`src/rtl/hte_pkg.sv`:
```
// Shared types, character codes and helpers of the hex tape record encoder.
// No dependencies; imported by every file of the block but hte_ram.

package hte_pkg;

  // Fixed widths of the request fields and the configuration registers.
  localparam int unsigned ADDR_W = 16;
  localparam int unsigned LEN_W  = 5;
  localparam int unsigned SUM_W  = 16;

  // Register indexes on the configuration port.
  localparam logic REG_START_ADDR = 1'b0;
  localparam logic REG_RECORD_LEN = 1'b1;

  localparam logic [ADDR_W-1:0] RESET_START_ADDR = 16'h0200;
  localparam logic [LEN_W-1:0]  RESET_RECORD_LEN = 5'd24;

  // Closed records held by the block at once: one being printed, one waiting.
  localparam logic [1:0] PENDING_MAX = 2'd2;

  localparam logic [7:0] CH_SEMI = 8'h3B;
  localparam logic [7:0] CH_CR   = 8'h0D;
  localparam logic [7:0] CH_LF   = 8'h0A;

  typedef struct packed {
    logic [7:0] data_byte;
    logic       final_byte;
  } in_item_t;

  typedef struct packed {
    logic [7:0] out_char;
    logic       record_end;
  } out_item_t;

  // One closed record, handed from the front end to the printer.
  typedef struct packed {
    logic [LEN_W-1:0]  len;
    logic [ADDR_W-1:0] addr;
    logic [SUM_W-1:0]  sum;
    logic              bank;
  } rec_desc_t;

  function automatic logic [7:0] hex_char(logic [3:0] v);
    logic [7:0] c;
    if (v < 4'd10) begin
      c = 8'h30 + {4'h0, v};
    end else begin
      c = 8'h37 + {4'h0, v};
    end
    return c;
  endfunction

endpackage

```
`src/rtl/hte_ram.sv`:
```
// Generic single-write, single-read RAM with a registered read port.
// No dependencies.

module hte_ram #(
  parameter int unsigned WIDTH = 8,
  parameter int unsigned DEPTH = 64,
  localparam int unsigned AW = (DEPTH > 1) ? $clog2(DEPTH) : 1
) (
  input  logic             clk_i,
  input  logic             we_i,
  input  logic [AW-1:0]    waddr_i,
  input  logic [WIDTH-1:0] wdata_i,
  input  logic             re_i,
  input  logic [AW-1:0]    raddr_i,
  output logic [WIDTH-1:0] rdata_o
);

  logic [WIDTH-1:0] mem_q [DEPTH];
  logic [WIDTH-1:0] rdata_q;

  always_ff @(posedge clk_i) begin
    if (we_i) begin
      mem_q[waddr_i] <= wdata_i;
    end
    if (re_i) begin
      rdata_q <= mem_q[raddr_i];
    end
  end

  assign rdata_o = rdata_q;

endmodule

```
`src/rtl/hte_front.sv`:
```
// Front end: takes data bytes, stores them in the record buffer, keeps the
// running sum and address, and closes records. Depends on hte_pkg.

module hte_front import hte_pkg::*; #(
  parameter int unsigned RECORD_BYTES = 24,
  localparam int unsigned CW = $clog2(RECORD_BYTES + 1),
  localparam int unsigned IW = (RECORD_BYTES > 1) ? $clog2(RECORD_BYTES) : 1
) (
  input  logic              clk_i,
  input  logic              rst_ni,
  input  logic              in_valid_i,
  output logic              in_ready_o,
  input  in_item_t          in_data_i,
  input  logic [ADDR_W-1:0] cfg_start_i,
  input  logic [LEN_W-1:0]  cfg_len_i,
  input  logic              start_wr_i,
  input  logic [ADDR_W-1:0] start_wdata_i,
  output logic              ram_we_o,
  output logic [IW:0]       ram_waddr_o,
  output logic [7:0]        ram_wdata_o,
  output logic              push_o,
  output rec_desc_t         push_data_o,
  input  logic              rec_done_i
);

  localparam logic [LEN_W:0] RB_EXT = (LEN_W + 1)'(RECORD_BYTES);

  logic [CW-1:0]     fill_q, fill_d, fill_inc, eff_len;
  logic [SUM_W-1:0]  sum_q, sum_d, sum_new;
  logic [ADDR_W-1:0] addr_q, addr_d;
  logic              mid_q, mid_d, bank_q, bank_d;
  logic [1:0]        pend_q, pend_d;
  logic              accept, close;

  always_comb begin
    if (cfg_len_i == '0) begin
      eff_len = CW'(1);
    end else if ({1'b0, cfg_len_i} > RB_EXT) begin
      eff_len = CW'(RECORD_BYTES);
    end else begin
      eff_len = CW'(cfg_len_i);
    end
  end

  assign in_ready_o = (pend_q != PENDING_MAX);
  assign accept     = in_valid_i && in_ready_o;
  assign fill_inc   = fill_q + 1'b1;
  assign sum_new    = sum_q + {8'h00, in_data_i.data_byte};
  // A lowered length closes the record as soon as the next byte lands.
  assign close      = (fill_inc >= eff_len) || in_data_i.final_byte;

  assign ram_we_o    = accept;
  assign ram_waddr_o = {bank_q, fill_q[IW-1:0]};
  assign ram_wdata_o = in_data_i.data_byte;

  assign push_o           = accept && close;
  assign push_data_o.len  = LEN_W'(fill_inc);
  assign push_data_o.addr = addr_q;
  assign push_data_o.sum  = sum_new;
  assign push_data_o.bank = bank_q;

  always_comb begin
    fill_d = fill_q;
    sum_d  = sum_q;
    addr_d = addr_q;
    mid_d  = mid_q;
    bank_d = bank_q;
    if (accept) begin
      if (close) begin
        fill_d = '0;
        sum_d  = '0;
        bank_d = ~bank_q;
        if (in_data_i.final_byte) begin
          addr_d = cfg_start_i;
          mid_d  = 1'b0;
        end else begin
          addr_d = addr_q + ADDR_W'(fill_inc);
          mid_d  = 1'b1;
        end
      end else begin
        fill_d = fill_inc;
        sum_d  = sum_new;
        mid_d  = 1'b1;
      end
    end else if (start_wr_i && !mid_q) begin
      addr_d = start_wdata_i;
    end
    pend_d = pend_q + {1'b0, push_o} - {1'b0, rec_done_i};
  end

  always_ff @(posedge clk_i or negedge rst_ni) begin
    if (!rst_ni) begin
      fill_q <= '0;
      sum_q  <= '0;
      addr_q <= RESET_START_ADDR;
      mid_q  <= 1'b0;
      bank_q <= 1'b0;
      pend_q <= '0;
    end else begin
      fill_q <= fill_d;
      sum_q  <= sum_d;
      addr_q <= addr_d;
      mid_q  <= mid_d;
      bank_q <= bank_d;
      pend_q <= pend_d;
    end
  end

endmodule

```
`src/rtl/hte_queue.sv`:
```
// Two-entry queue of closed records between the front end and the printer.
// Depends on hte_pkg.

module hte_queue import hte_pkg::*; (
  input  logic      clk_i,
  input  logic      rst_ni,
  input  logic      push_i,
  input  rec_desc_t push_data_i,
  input  logic      pop_i,
  output rec_desc_t pop_data_o,
  output logic      empty_o,
  output logic      full_o
);

  rec_desc_t  entry_q [2];
  logic       wr_ptr_q, rd_ptr_q;
  logic [1:0] count_q;

  assign empty_o    = (count_q == 2'd0);
  assign full_o     = (count_q == 2'd2);
  assign pop_data_o = entry_q[rd_ptr_q];

  always_ff @(posedge clk_i) begin
    if (push_i) begin
      entry_q[wr_ptr_q] <= push_data_i;
    end
  end

  always_ff @(posedge clk_i or negedge rst_ni) begin
    if (!rst_ni) begin
      wr_ptr_q <= 1'b0;
      rd_ptr_q <= 1'b0;
      count_q  <= '0;
    end else begin
      if (push_i) begin
        wr_ptr_q <= ~wr_ptr_q;
      end
      if (pop_i) begin
        rd_ptr_q <= ~rd_ptr_q;
      end
      count_q <= count_q + {1'b0, push_i} - {1'b0, pop_i};
    end
  end

endmodule

```
`src/rtl/hte_back.sv`:
```
// Printer: turns a closed record into text, one character per cycle while
// not stalled, reading data bytes from the record buffer. Depends on hte_pkg.

module hte_back import hte_pkg::*; #(
  parameter int unsigned IW = 5
) (
  input  logic       clk_i,
  input  logic       rst_ni,
  input  logic       empty_i,
  input  rec_desc_t  pop_data_i,
  output logic       pop_o,
  output logic       ram_re_o,
  output logic [IW:0] ram_raddr_o,
  input  logic [7:0] ram_rdata_i,
  output logic       out_valid_o,
  input  logic       out_ready_i,
  output out_item_t  out_data_o,
  output logic       rec_done_o
);

  typedef enum logic [2:0] {
    B_IDLE,
    B_HEAD,
    B_DHI,
    B_DLO,
    B_TAIL
  } back_state_e;

  localparam logic [2:0] HEAD_LAST = 3'd6;
  localparam logic [2:0] TAIL_LAST = 3'd5;

  back_state_e       state_q;
  logic [2:0]        cnt_q;
  logic [IW-1:0]     idx_q, idx_next;
  logic [LEN_W-1:0]  len_q;
  logic [ADDR_W-1:0] addr_q;
  logic [SUM_W-1:0]  chk_q, chk_new;
  logic              bank_q;
  logic              out_valid_q;
  out_item_t         out_q;
  logic              slot_free, fire, last_byte;
  logic [7:0]        len_byte, ch;

  assign slot_free = !out_valid_q || out_ready_i;
  assign fire      = (state_q != B_IDLE) && slot_free;
  assign pop_o     = (state_q == B_IDLE) && !empty_i;
  assign last_byte = ((LEN_W'(idx_q) + 1'b1) == len_q);
  assign len_byte  = {{(8 - LEN_W){1'b0}}, len_q};
  assign chk_new   = pop_data_i.sum + SUM_W'(pop_data_i.len)
                   + {8'h00, pop_data_i.addr[15:8]} + {8'h00, pop_data_i.addr[7:0]};

  // The read for a data byte goes out while the previous character is shown.
  assign idx_next    = (state_q == B_HEAD) ? '0 : idx_q + 1'b1;
  assign ram_re_o    = fire && (((state_q == B_HEAD) && (cnt_q == HEAD_LAST))
                               || ((state_q == B_DLO) && !last_byte));
  assign ram_raddr_o = {bank_q, idx_next};

  assign rec_done_o  = fire && (state_q == B_TAIL) && (cnt_q == TAIL_LAST);
  assign out_valid_o = out_valid_q;
  assign out_data_o  = out_q;

  always_comb begin
    ch = CH_SEMI;
    unique case (state_q)
      B_HEAD: begin
        case (cnt_q)
          3'd0:    ch = CH_SEMI;
          3'd1:    ch = hex_char(len_byte[7:4]);
          3'd2:    ch = hex_char(len_byte[3:0]);
          3'd3:    ch = hex_char(addr_q[15:12]);
          3'd4:    ch = hex_char(addr_q[11:8]);
          3'd5:    ch = hex_char(addr_q[7:4]);
          default: ch = hex_char(addr_q[3:0]);
        endcase
      end
      B_DHI:   ch = hex_char(ram_rdata_i[7:4]);
      B_DLO:   ch = hex_char(ram_rdata_i[3:0]);
      B_TAIL: begin
        case (cnt_q)
          3'd0:    ch = hex_char(chk_q[15:12]);
          3'd1:    ch = hex_char(chk_q[11:8]);
          3'd2:    ch = hex_char(chk_q[7:4]);
          3'd3:    ch = hex_char(chk_q[3:0]);
          3'd4:    ch = CH_CR;
          default: ch = CH_LF;
        endcase
      end
      default: ch = CH_SEMI;
    endcase
  end

  always_ff @(posedge clk_i or negedge rst_ni) begin
    if (!rst_ni) begin
      state_q     <= B_IDLE;
      cnt_q       <= '0;
      idx_q       <= '0;
      len_q       <= '0;
      addr_q      <= '0;
      chk_q       <= '0;
      bank_q      <= 1'b0;
      out_valid_q <= 1'b0;
      out_q       <= '0;
    end else begin
      if (fire) begin
        out_valid_q      <= 1'b1;
        out_q.out_char   <= ch;
        out_q.record_end <= rec_done_o;
      end else if (out_ready_i) begin
        out_valid_q <= 1'b0;
      end

      unique case (state_q)
        B_IDLE: begin
          if (pop_o) begin
            len_q   <= pop_data_i.len;
            addr_q  <= pop_data_i.addr;
            chk_q   <= chk_new;
            bank_q  <= pop_data_i.bank;
            cnt_q   <= '0;
            state_q <= B_HEAD;
          end
        end
        B_HEAD: begin
          if (fire) begin
            if (cnt_q == HEAD_LAST) begin
              idx_q   <= idx_next;
              state_q <= B_DHI;
            end else begin
              cnt_q <= cnt_q + 1'b1;
            end
          end
        end
        B_DHI: begin
          if (fire) begin
            state_q <= B_DLO;
          end
        end
        B_DLO: begin
          if (fire) begin
            if (last_byte) begin
              cnt_q   <= '0;
              state_q <= B_TAIL;
            end else begin
              idx_q   <= idx_next;
              state_q <= B_DHI;
            end
          end
        end
        B_TAIL: begin
          if (fire) begin
            if (cnt_q == TAIL_LAST) begin
              state_q <= B_IDLE;
            end else begin
              cnt_q <= cnt_q + 1'b1;
            end
          end
        end
        default: state_q <= B_IDLE;
      endcase
    end
  end

endmodule

```
`src/rtl/hex_tape_record_encoder.sv`:
```
// Top level of the hex tape record encoder: configuration registers, record
// buffer, front end, record queue and printer. Depends on hte_pkg, hte_ram,
// hte_front, hte_queue and hte_back.
//
//   channel  | direction | handshake         | payload
//   ---------+-----------+-------------------+-----------------------------
//   in       | input     | in_valid/in_ready | in_data_i  (in_item_t)
//   out      | output    | out_valid/ready   | out_data_o (out_item_t)
//   config   | input     | APB, pready tied  | start_address, record_length
//
// The front end takes one request per cycle. A record of n bytes prints as
// 2n+13 characters at one per cycle while the output is taken, after the
// printer fetches the record from the queue; the printer sets the rate.
// Requests stall while two closed records wait or print, since the buffer
// has two banks. The output register holds a character until it is taken.
// Reset clears all control state; no clearing pass runs.

module hex_tape_record_encoder import hte_pkg::*; #(
  parameter int unsigned RECORD_BYTES = 24
) (
  input  logic        clk_i,
  input  logic        rst_ni,
  input  logic        in_valid_i,
  output logic        in_ready_o,
  input  in_item_t    in_data_i,
  output logic        out_valid_o,
  input  logic        out_ready_i,
  output out_item_t   out_data_o,
  input  logic        psel,
  input  logic        penable,
  input  logic        pwrite,
  input  logic [2:0]  paddr,
  input  logic [31:0] pwdata,
  output logic [31:0] prdata,
  output logic        pready
);

  localparam int unsigned IW        = (RECORD_BYTES > 1) ? $clog2(RECORD_BYTES) : 1;
  localparam int unsigned RAM_DEPTH = 2 * (1 << IW);

  logic [ADDR_W-1:0] start_addr_q;
  logic [LEN_W-1:0]  record_len_q;
  logic              cfg_wr, start_wr;

  logic              ram_we, ram_re;
  logic [IW:0]       ram_waddr, ram_raddr;
  logic [7:0]        ram_wdata, ram_rdata;
  logic              q_push, q_pop, q_empty, q_full, rec_done;
  rec_desc_t         q_in, q_out;

  assign pready   = 1'b1;
  assign cfg_wr   = psel && penable && pwrite;
  assign start_wr = cfg_wr && (paddr[2] == REG_START_ADDR);

  always_comb begin
    unique case (paddr[2])
      REG_START_ADDR: prdata = {16'h0000, start_addr_q};
      REG_RECORD_LEN: prdata = {27'h0, record_len_q};
      default:        prdata = '0;
    endcase
  end

  always_ff @(posedge clk_i or negedge rst_ni) begin
    if (!rst_ni) begin
      start_addr_q <= RESET_START_ADDR;
      record_len_q <= RESET_RECORD_LEN;
    end else if (cfg_wr) begin
      if (paddr[2] == REG_START_ADDR) begin
        start_addr_q <= pwdata[15:0];
      end else begin
        record_len_q <= pwdata[4:0];
      end
    end
  end

  hte_ram #(
    .WIDTH (8),
    .DEPTH (RAM_DEPTH)
  ) u_buf (
    .clk_i   (clk_i),
    .we_i    (ram_we),
    .waddr_i (ram_waddr),
    .wdata_i (ram_wdata),
    .re_i    (ram_re),
    .raddr_i (ram_raddr),
    .rdata_o (ram_rdata)
  );

  hte_front #(
    .RECORD_BYTES (RECORD_BYTES)
  ) u_front (
    .clk_i         (clk_i),
    .rst_ni        (rst_ni),
    .in_valid_i    (in_valid_i),
    .in_ready_o    (in_ready_o),
    .in_data_i     (in_data_i),
    .cfg_start_i   (start_addr_q),
    .cfg_len_i     (record_len_q),
    .start_wr_i    (start_wr),
    .start_wdata_i (pwdata[15:0]),
    .ram_we_o      (ram_we),
    .ram_waddr_o   (ram_waddr),
    .ram_wdata_o   (ram_wdata),
    .push_o        (q_push),
    .push_data_o   (q_in),
    .rec_done_i    (rec_done)
  );

  hte_queue u_queue (
    .clk_i       (clk_i),
    .rst_ni      (rst_ni),
    .push_i      (q_push),
    .push_data_i (q_in),
    .pop_i       (q_pop),
    .pop_data_o  (q_out),
    .empty_o     (q_empty),
    .full_o      (q_full)
  );

  hte_back #(
    .IW (IW)
  ) u_back (
    .clk_i       (clk_i),
    .rst_ni      (rst_ni),
    .empty_i     (q_empty),
    .pop_data_i  (q_out),
    .pop_o       (q_pop),
    .ram_re_o    (ram_re),
    .ram_raddr_o (ram_raddr),
    .ram_rdata_i (ram_rdata),
    .out_valid_o (out_valid_o),
    .out_ready_i (out_ready_i),
    .out_data_o  (out_data_o),
    .rec_done_o  (rec_done)
  );

  // A closed record never meets a full queue.
  assert property (@(posedge clk_i) disable iff (!rst_ni) q_push |-> !q_full)
    else $error("record pushed into a full queue");

  assert property (@(posedge clk_i) disable iff (!rst_ni) q_pop |-> !q_empty)
    else $error("record taken from an empty queue");

  // The record end flag only ever rides on a line feed.
  assert property (@(posedge clk_i) disable iff (!rst_ni)
    out_valid_o && out_data_o.record_end |-> out_data_o.out_char == CH_LF)
    else $error("record end flagged on a character other than LF");

  // A finished record frees a bank, so requests are taken again.
  assert property (@(posedge clk_i) disable iff (!rst_ni)
    rec_done && !q_push |=> in_ready_o)
    else $error("front end still stalled after a record finished");

endmodule
```
`config.mk`:
```
export PLATFORM = sky130hd
export DESIGN_NAME = hex_tape_record_encoder
export DESIGN_NICKNAME = d
export VERILOG_FILES = /design/src/rtl/hte_pkg.sv /design/src/rtl/hte_ram.sv /design/src/rtl/hte_front.sv /design/src/rtl/hte_queue.sv /design/src/rtl/hte_back.sv /design/src/rtl/hex_tape_record_encoder.sv
export SDC_FILE = /design/constraint.sdc
export NUM_CORES = 1
export LEC_CHECK = 0
export BUFFER_PORTS_ARGS = -buffer_cell sky130_fd_sc_hd__buf_2
export CORE_AREA = 2 2 247 249
export DETAILED_ROUTE_END_ITERATION = 8
export DIE_AREA = 0 0 249 251
export GPL_TIMING_DRIVEN = 0
export PLACE_DENSITY = 0.69
export SLEW_MARGIN = 30
export SYNTH_ARGS = -nofsm -noshare
export SYNTH_HDL_FRONTEND = slang
export SYNTH_HIERARCHICAL = 1
export SYNTH_SLANG_ARGS = --single-unit
```
`constraint.sdc`:
```
create_clock -name clk_i -period 9.8 [get_ports clk_i]
set_input_delay 0 -clock clk_i [delete_from_list [all_inputs] [get_ports clk_i]]
set_output_delay 0 -clock clk_i [all_outputs]
set_load 0.01 [all_outputs]
```
==> results.json <==
{
  "status": "completed",
  "dp_hpwl_um": 54810,
  "grt_start_max_net_pins": 66,
  "clkPwrFrac_pct": 22.9,
  "slew_headroom_pct": 29.79,
  "endpoint_kind": "flop",
  "nFillCells": 4318,
  "cp_slowest_cell": "dfrtp_1",
  "finalWirelength_um": 82830,
  "synth.avg_cell_area_um2": 14.91,
  "worstPathArrival_ps": 4850,
  "p_per_area_mw_per_mm2": 332.9,
  "tightest_slew_ps": 1053,
  "maxCapViolations": 0,
  "layout-drive-gt1-share_pct": 19.84,
  "p_sw_mw": 4.713,
  "crit_chain": "ha_1, nand3_1, xnor2_1, ha_1, and2_1, clkbuf_1, a21o_1, nand2_1, inv_1, nor2b_4, buf_16",
  "peakVddDrop_v": 0.0002053,
  "postCtsSetupRepairBufs": 0,
  "yosysWarnings": 6,
  "fin_skew_ps": 29.51,
  "grt_remaining_overflow": 0,
  "place_ws_ps": 5373,
  "antenna_cells": 0,
  "critPathKind": "flop to flop",
  "drc": 0,
  "track_usage_pct": 26.68,
  "fin_cells": 3221,
  "p_int_mw": 7.593,
  "die_x_um": 249,
  "htree_levels": 3,
  "vias": 20270,
  "critPathMaxFanout": 21,
  "fmax_ghz": 0.2207,
  "ios": 95,
  "die_area_mm2": 0.06250,
  "grt_antenna_before_repair": 2,
  "p_comb_share_pct": 44.6,
  "postCtsHoldBufs": 36,
  "cpMostUsedCell": "ha_1",
  "reg2reg_slack_ps": 5270,
  "drtAntennaViolNets": 0,
  "ctsRootBufferMaster": "clkbuf_16",
  "drt-initial-drc-count": 2208,
  "synthCells": 2194,
  "initial_utilization_pct": 54.72,
  "hold_path.class": "input pin to flop",
  "max_stage_delay_ps": 630,
  "cts-resized-gates": 0,
  "drv_slew": 0,
  "numPortBuffers": 56,
  "worstPathRequired_ps": 10120,
  "grt_pass1_vias": 20100,
  "setup_violations": 0,
  "avgViaCountPerCell": 6.292,
  "core-area_mm2": 0.05979,
  "drtPass1Iterations": 5,
  "nets": 2501,
  "cts_tree": "done",
  "rsz0062_at_grt": "no",
  "min_period_over_period_pct": 46.23,
  "place_congestion": 0.9198,
  "setup_tns_ps": 0,
  "area_delta_synth_final_pct": 12.98,
  "power_frac_seq_pct": 32.5,
  "fp.dieH_um": 251,
  "cts.path.max_buffers": 3,
  "rows": 90,
  "clkLatencyLatePin_ps": 630,
  "hold_viol_final": 0,
  "netlist_area_mm2": 0.03272,
  "post-place-cells": 3050,
  "setup_ws_ps": 5269,
  "p_sw_share_pct": 38.30,
  "clk_pin_slew_ps": 60,
  "leakage_nw": 13.14,
  "cts_buffers": 75,
  "clkSinkCount": 720,
  "period_needed_ps": 4531,
  "wl_per_cell_um": 25.72,
  "grt_pass1_wl_um": 124500,
  "startpoint_type": "flop"
}
## metrics by stage
step           utilization [%]  hold WS (ps)  power, mW  area, µm²
2_1_floorplan                -        -295.6      7.742      32770
3_3_place_gp             56.92         245.7      9.287      34030
3_5_place_dp             57.11        -15.17      9.409      34150
4_1_cts                  61.81         41.32      12.27      36960
5_1_grt                  61.82         88.11      12.89      36970
6_report                 61.82         71.16      12.31      36970
## flip-flops by register name, summed over array words and instances (netlist names)
signal	count
start_addr_q	16
u_queue/wr_ptr_q	1
u_back/bank_q	1
u_back/idx_q	5
u_front/mid_q	1
u_front/bank_q	1
u_back/cnt_q	3
u_back/len_q	5
u_buf/mem_q	512
u_back/out_valid_o	1
u_queue/rd_ptr_q	1
u_front/fill_q	5
u_queue/count_q	2
u_front/pend_q	2
u_back/chk_q	16
u_queue/entry_q	76
u_front/addr_q	16
u_back/state_q	3
u_buf/rdata_o	8
u_front/sum_q	16
u_back/addr_q	16
u_back/out_data_o	8
record_len_q	5
## cells in the final DEF (no fill, tap or decap), types with 54 or more instances in the layout
cell and instances:
mux2_2 60, dfrtp_1 120, nand2_1 151, edfxtp_1 596, buf_2 77, ha_1 54
nor2_1 144, inv_1 100, mux4_2 126, clkbuf_16 76, a21oi_1 68, clkbuf_1 64
o21ai_0 103
## final cells by class
class / count / area, µm² / share of cell area [%]
timing repair buffer: 95 / 750.7 / 2.031
inverter: 101 / 379.1 / 1.026
multi-input combinational: 1258 / 10600 / 28.68
tap: 782 / 978.4 / 2.647
sequential: 720 / 21010 / 56.82
buffer: 130 / 820.8 / 2.220
clock buffer: 100 / 2002 / 5.416
clock inverter: 35 / 429.2 / 1.161
## power by group through the flow
| stage | combinational, mW | clock (mW) | sequential, mW |
|---|---|---|---|
| 2_1_floorplan | 3.78 | 0 | 3.96 |
| 3_3_place_gp | 5.25 | 0 | 4.04 |
| 3_5_place_dp | 5.35 | 0 | 4.06 |
| 4_1_cts | 5.42 | 2.86 | 4.00 |
| 5_1_grt | 5.89 | 2.97 | 4.04 |
| 6_report | 5.49 | 2.81 | 4.00 |
## path summary, 6_finish.rpt
check | start | to | cells past startpoint
worst max-delay path | u_front/fill_q[0]$_DFFE_PN0P_ | u_queue/entry_q[0][16]$_DFFE_PP_ | 11
worst max register to register | u_front/fill_q[0]$_DFFE_PN0P_ | u_queue/entry_q[0][16]$_DFFE_PP_ | 11
max in group asynchronous | rst_ni | u_back/idx_q[2]$_DFFE_PN0P_ | 4
worst min register to register | u_front/mid_q$_DFFE_PN0P_ | u_front/mid_q$_DFFE_PN0P_ | 1
min in group asynchronous | rst_ni | record_len_q[4]$_DFFE_PN1P_ | 3
worst min-delay path | pwrite | start_addr_q[5]$_DFFE_PN0P_ | 4
## worst max-delay path, delay by kind of cell, from the launching register on
kind                       cells  cell delay [ps]
and+or+nand+nor                4             1170
buffers and inverters          3              770
DFF                            1              630
adders and majority gates      2              580
xor gates and xnor gates       1              550
AOI/OAI and AO/OA              1              500
## routing by layer
metal,share of wire [%],track usage [%]
met1,41,36.89
met3,8.4,5.291
met5,0.031,0
met4,3.3,9.229
met2,48,42.79
(Power assumes the default switching activity.)
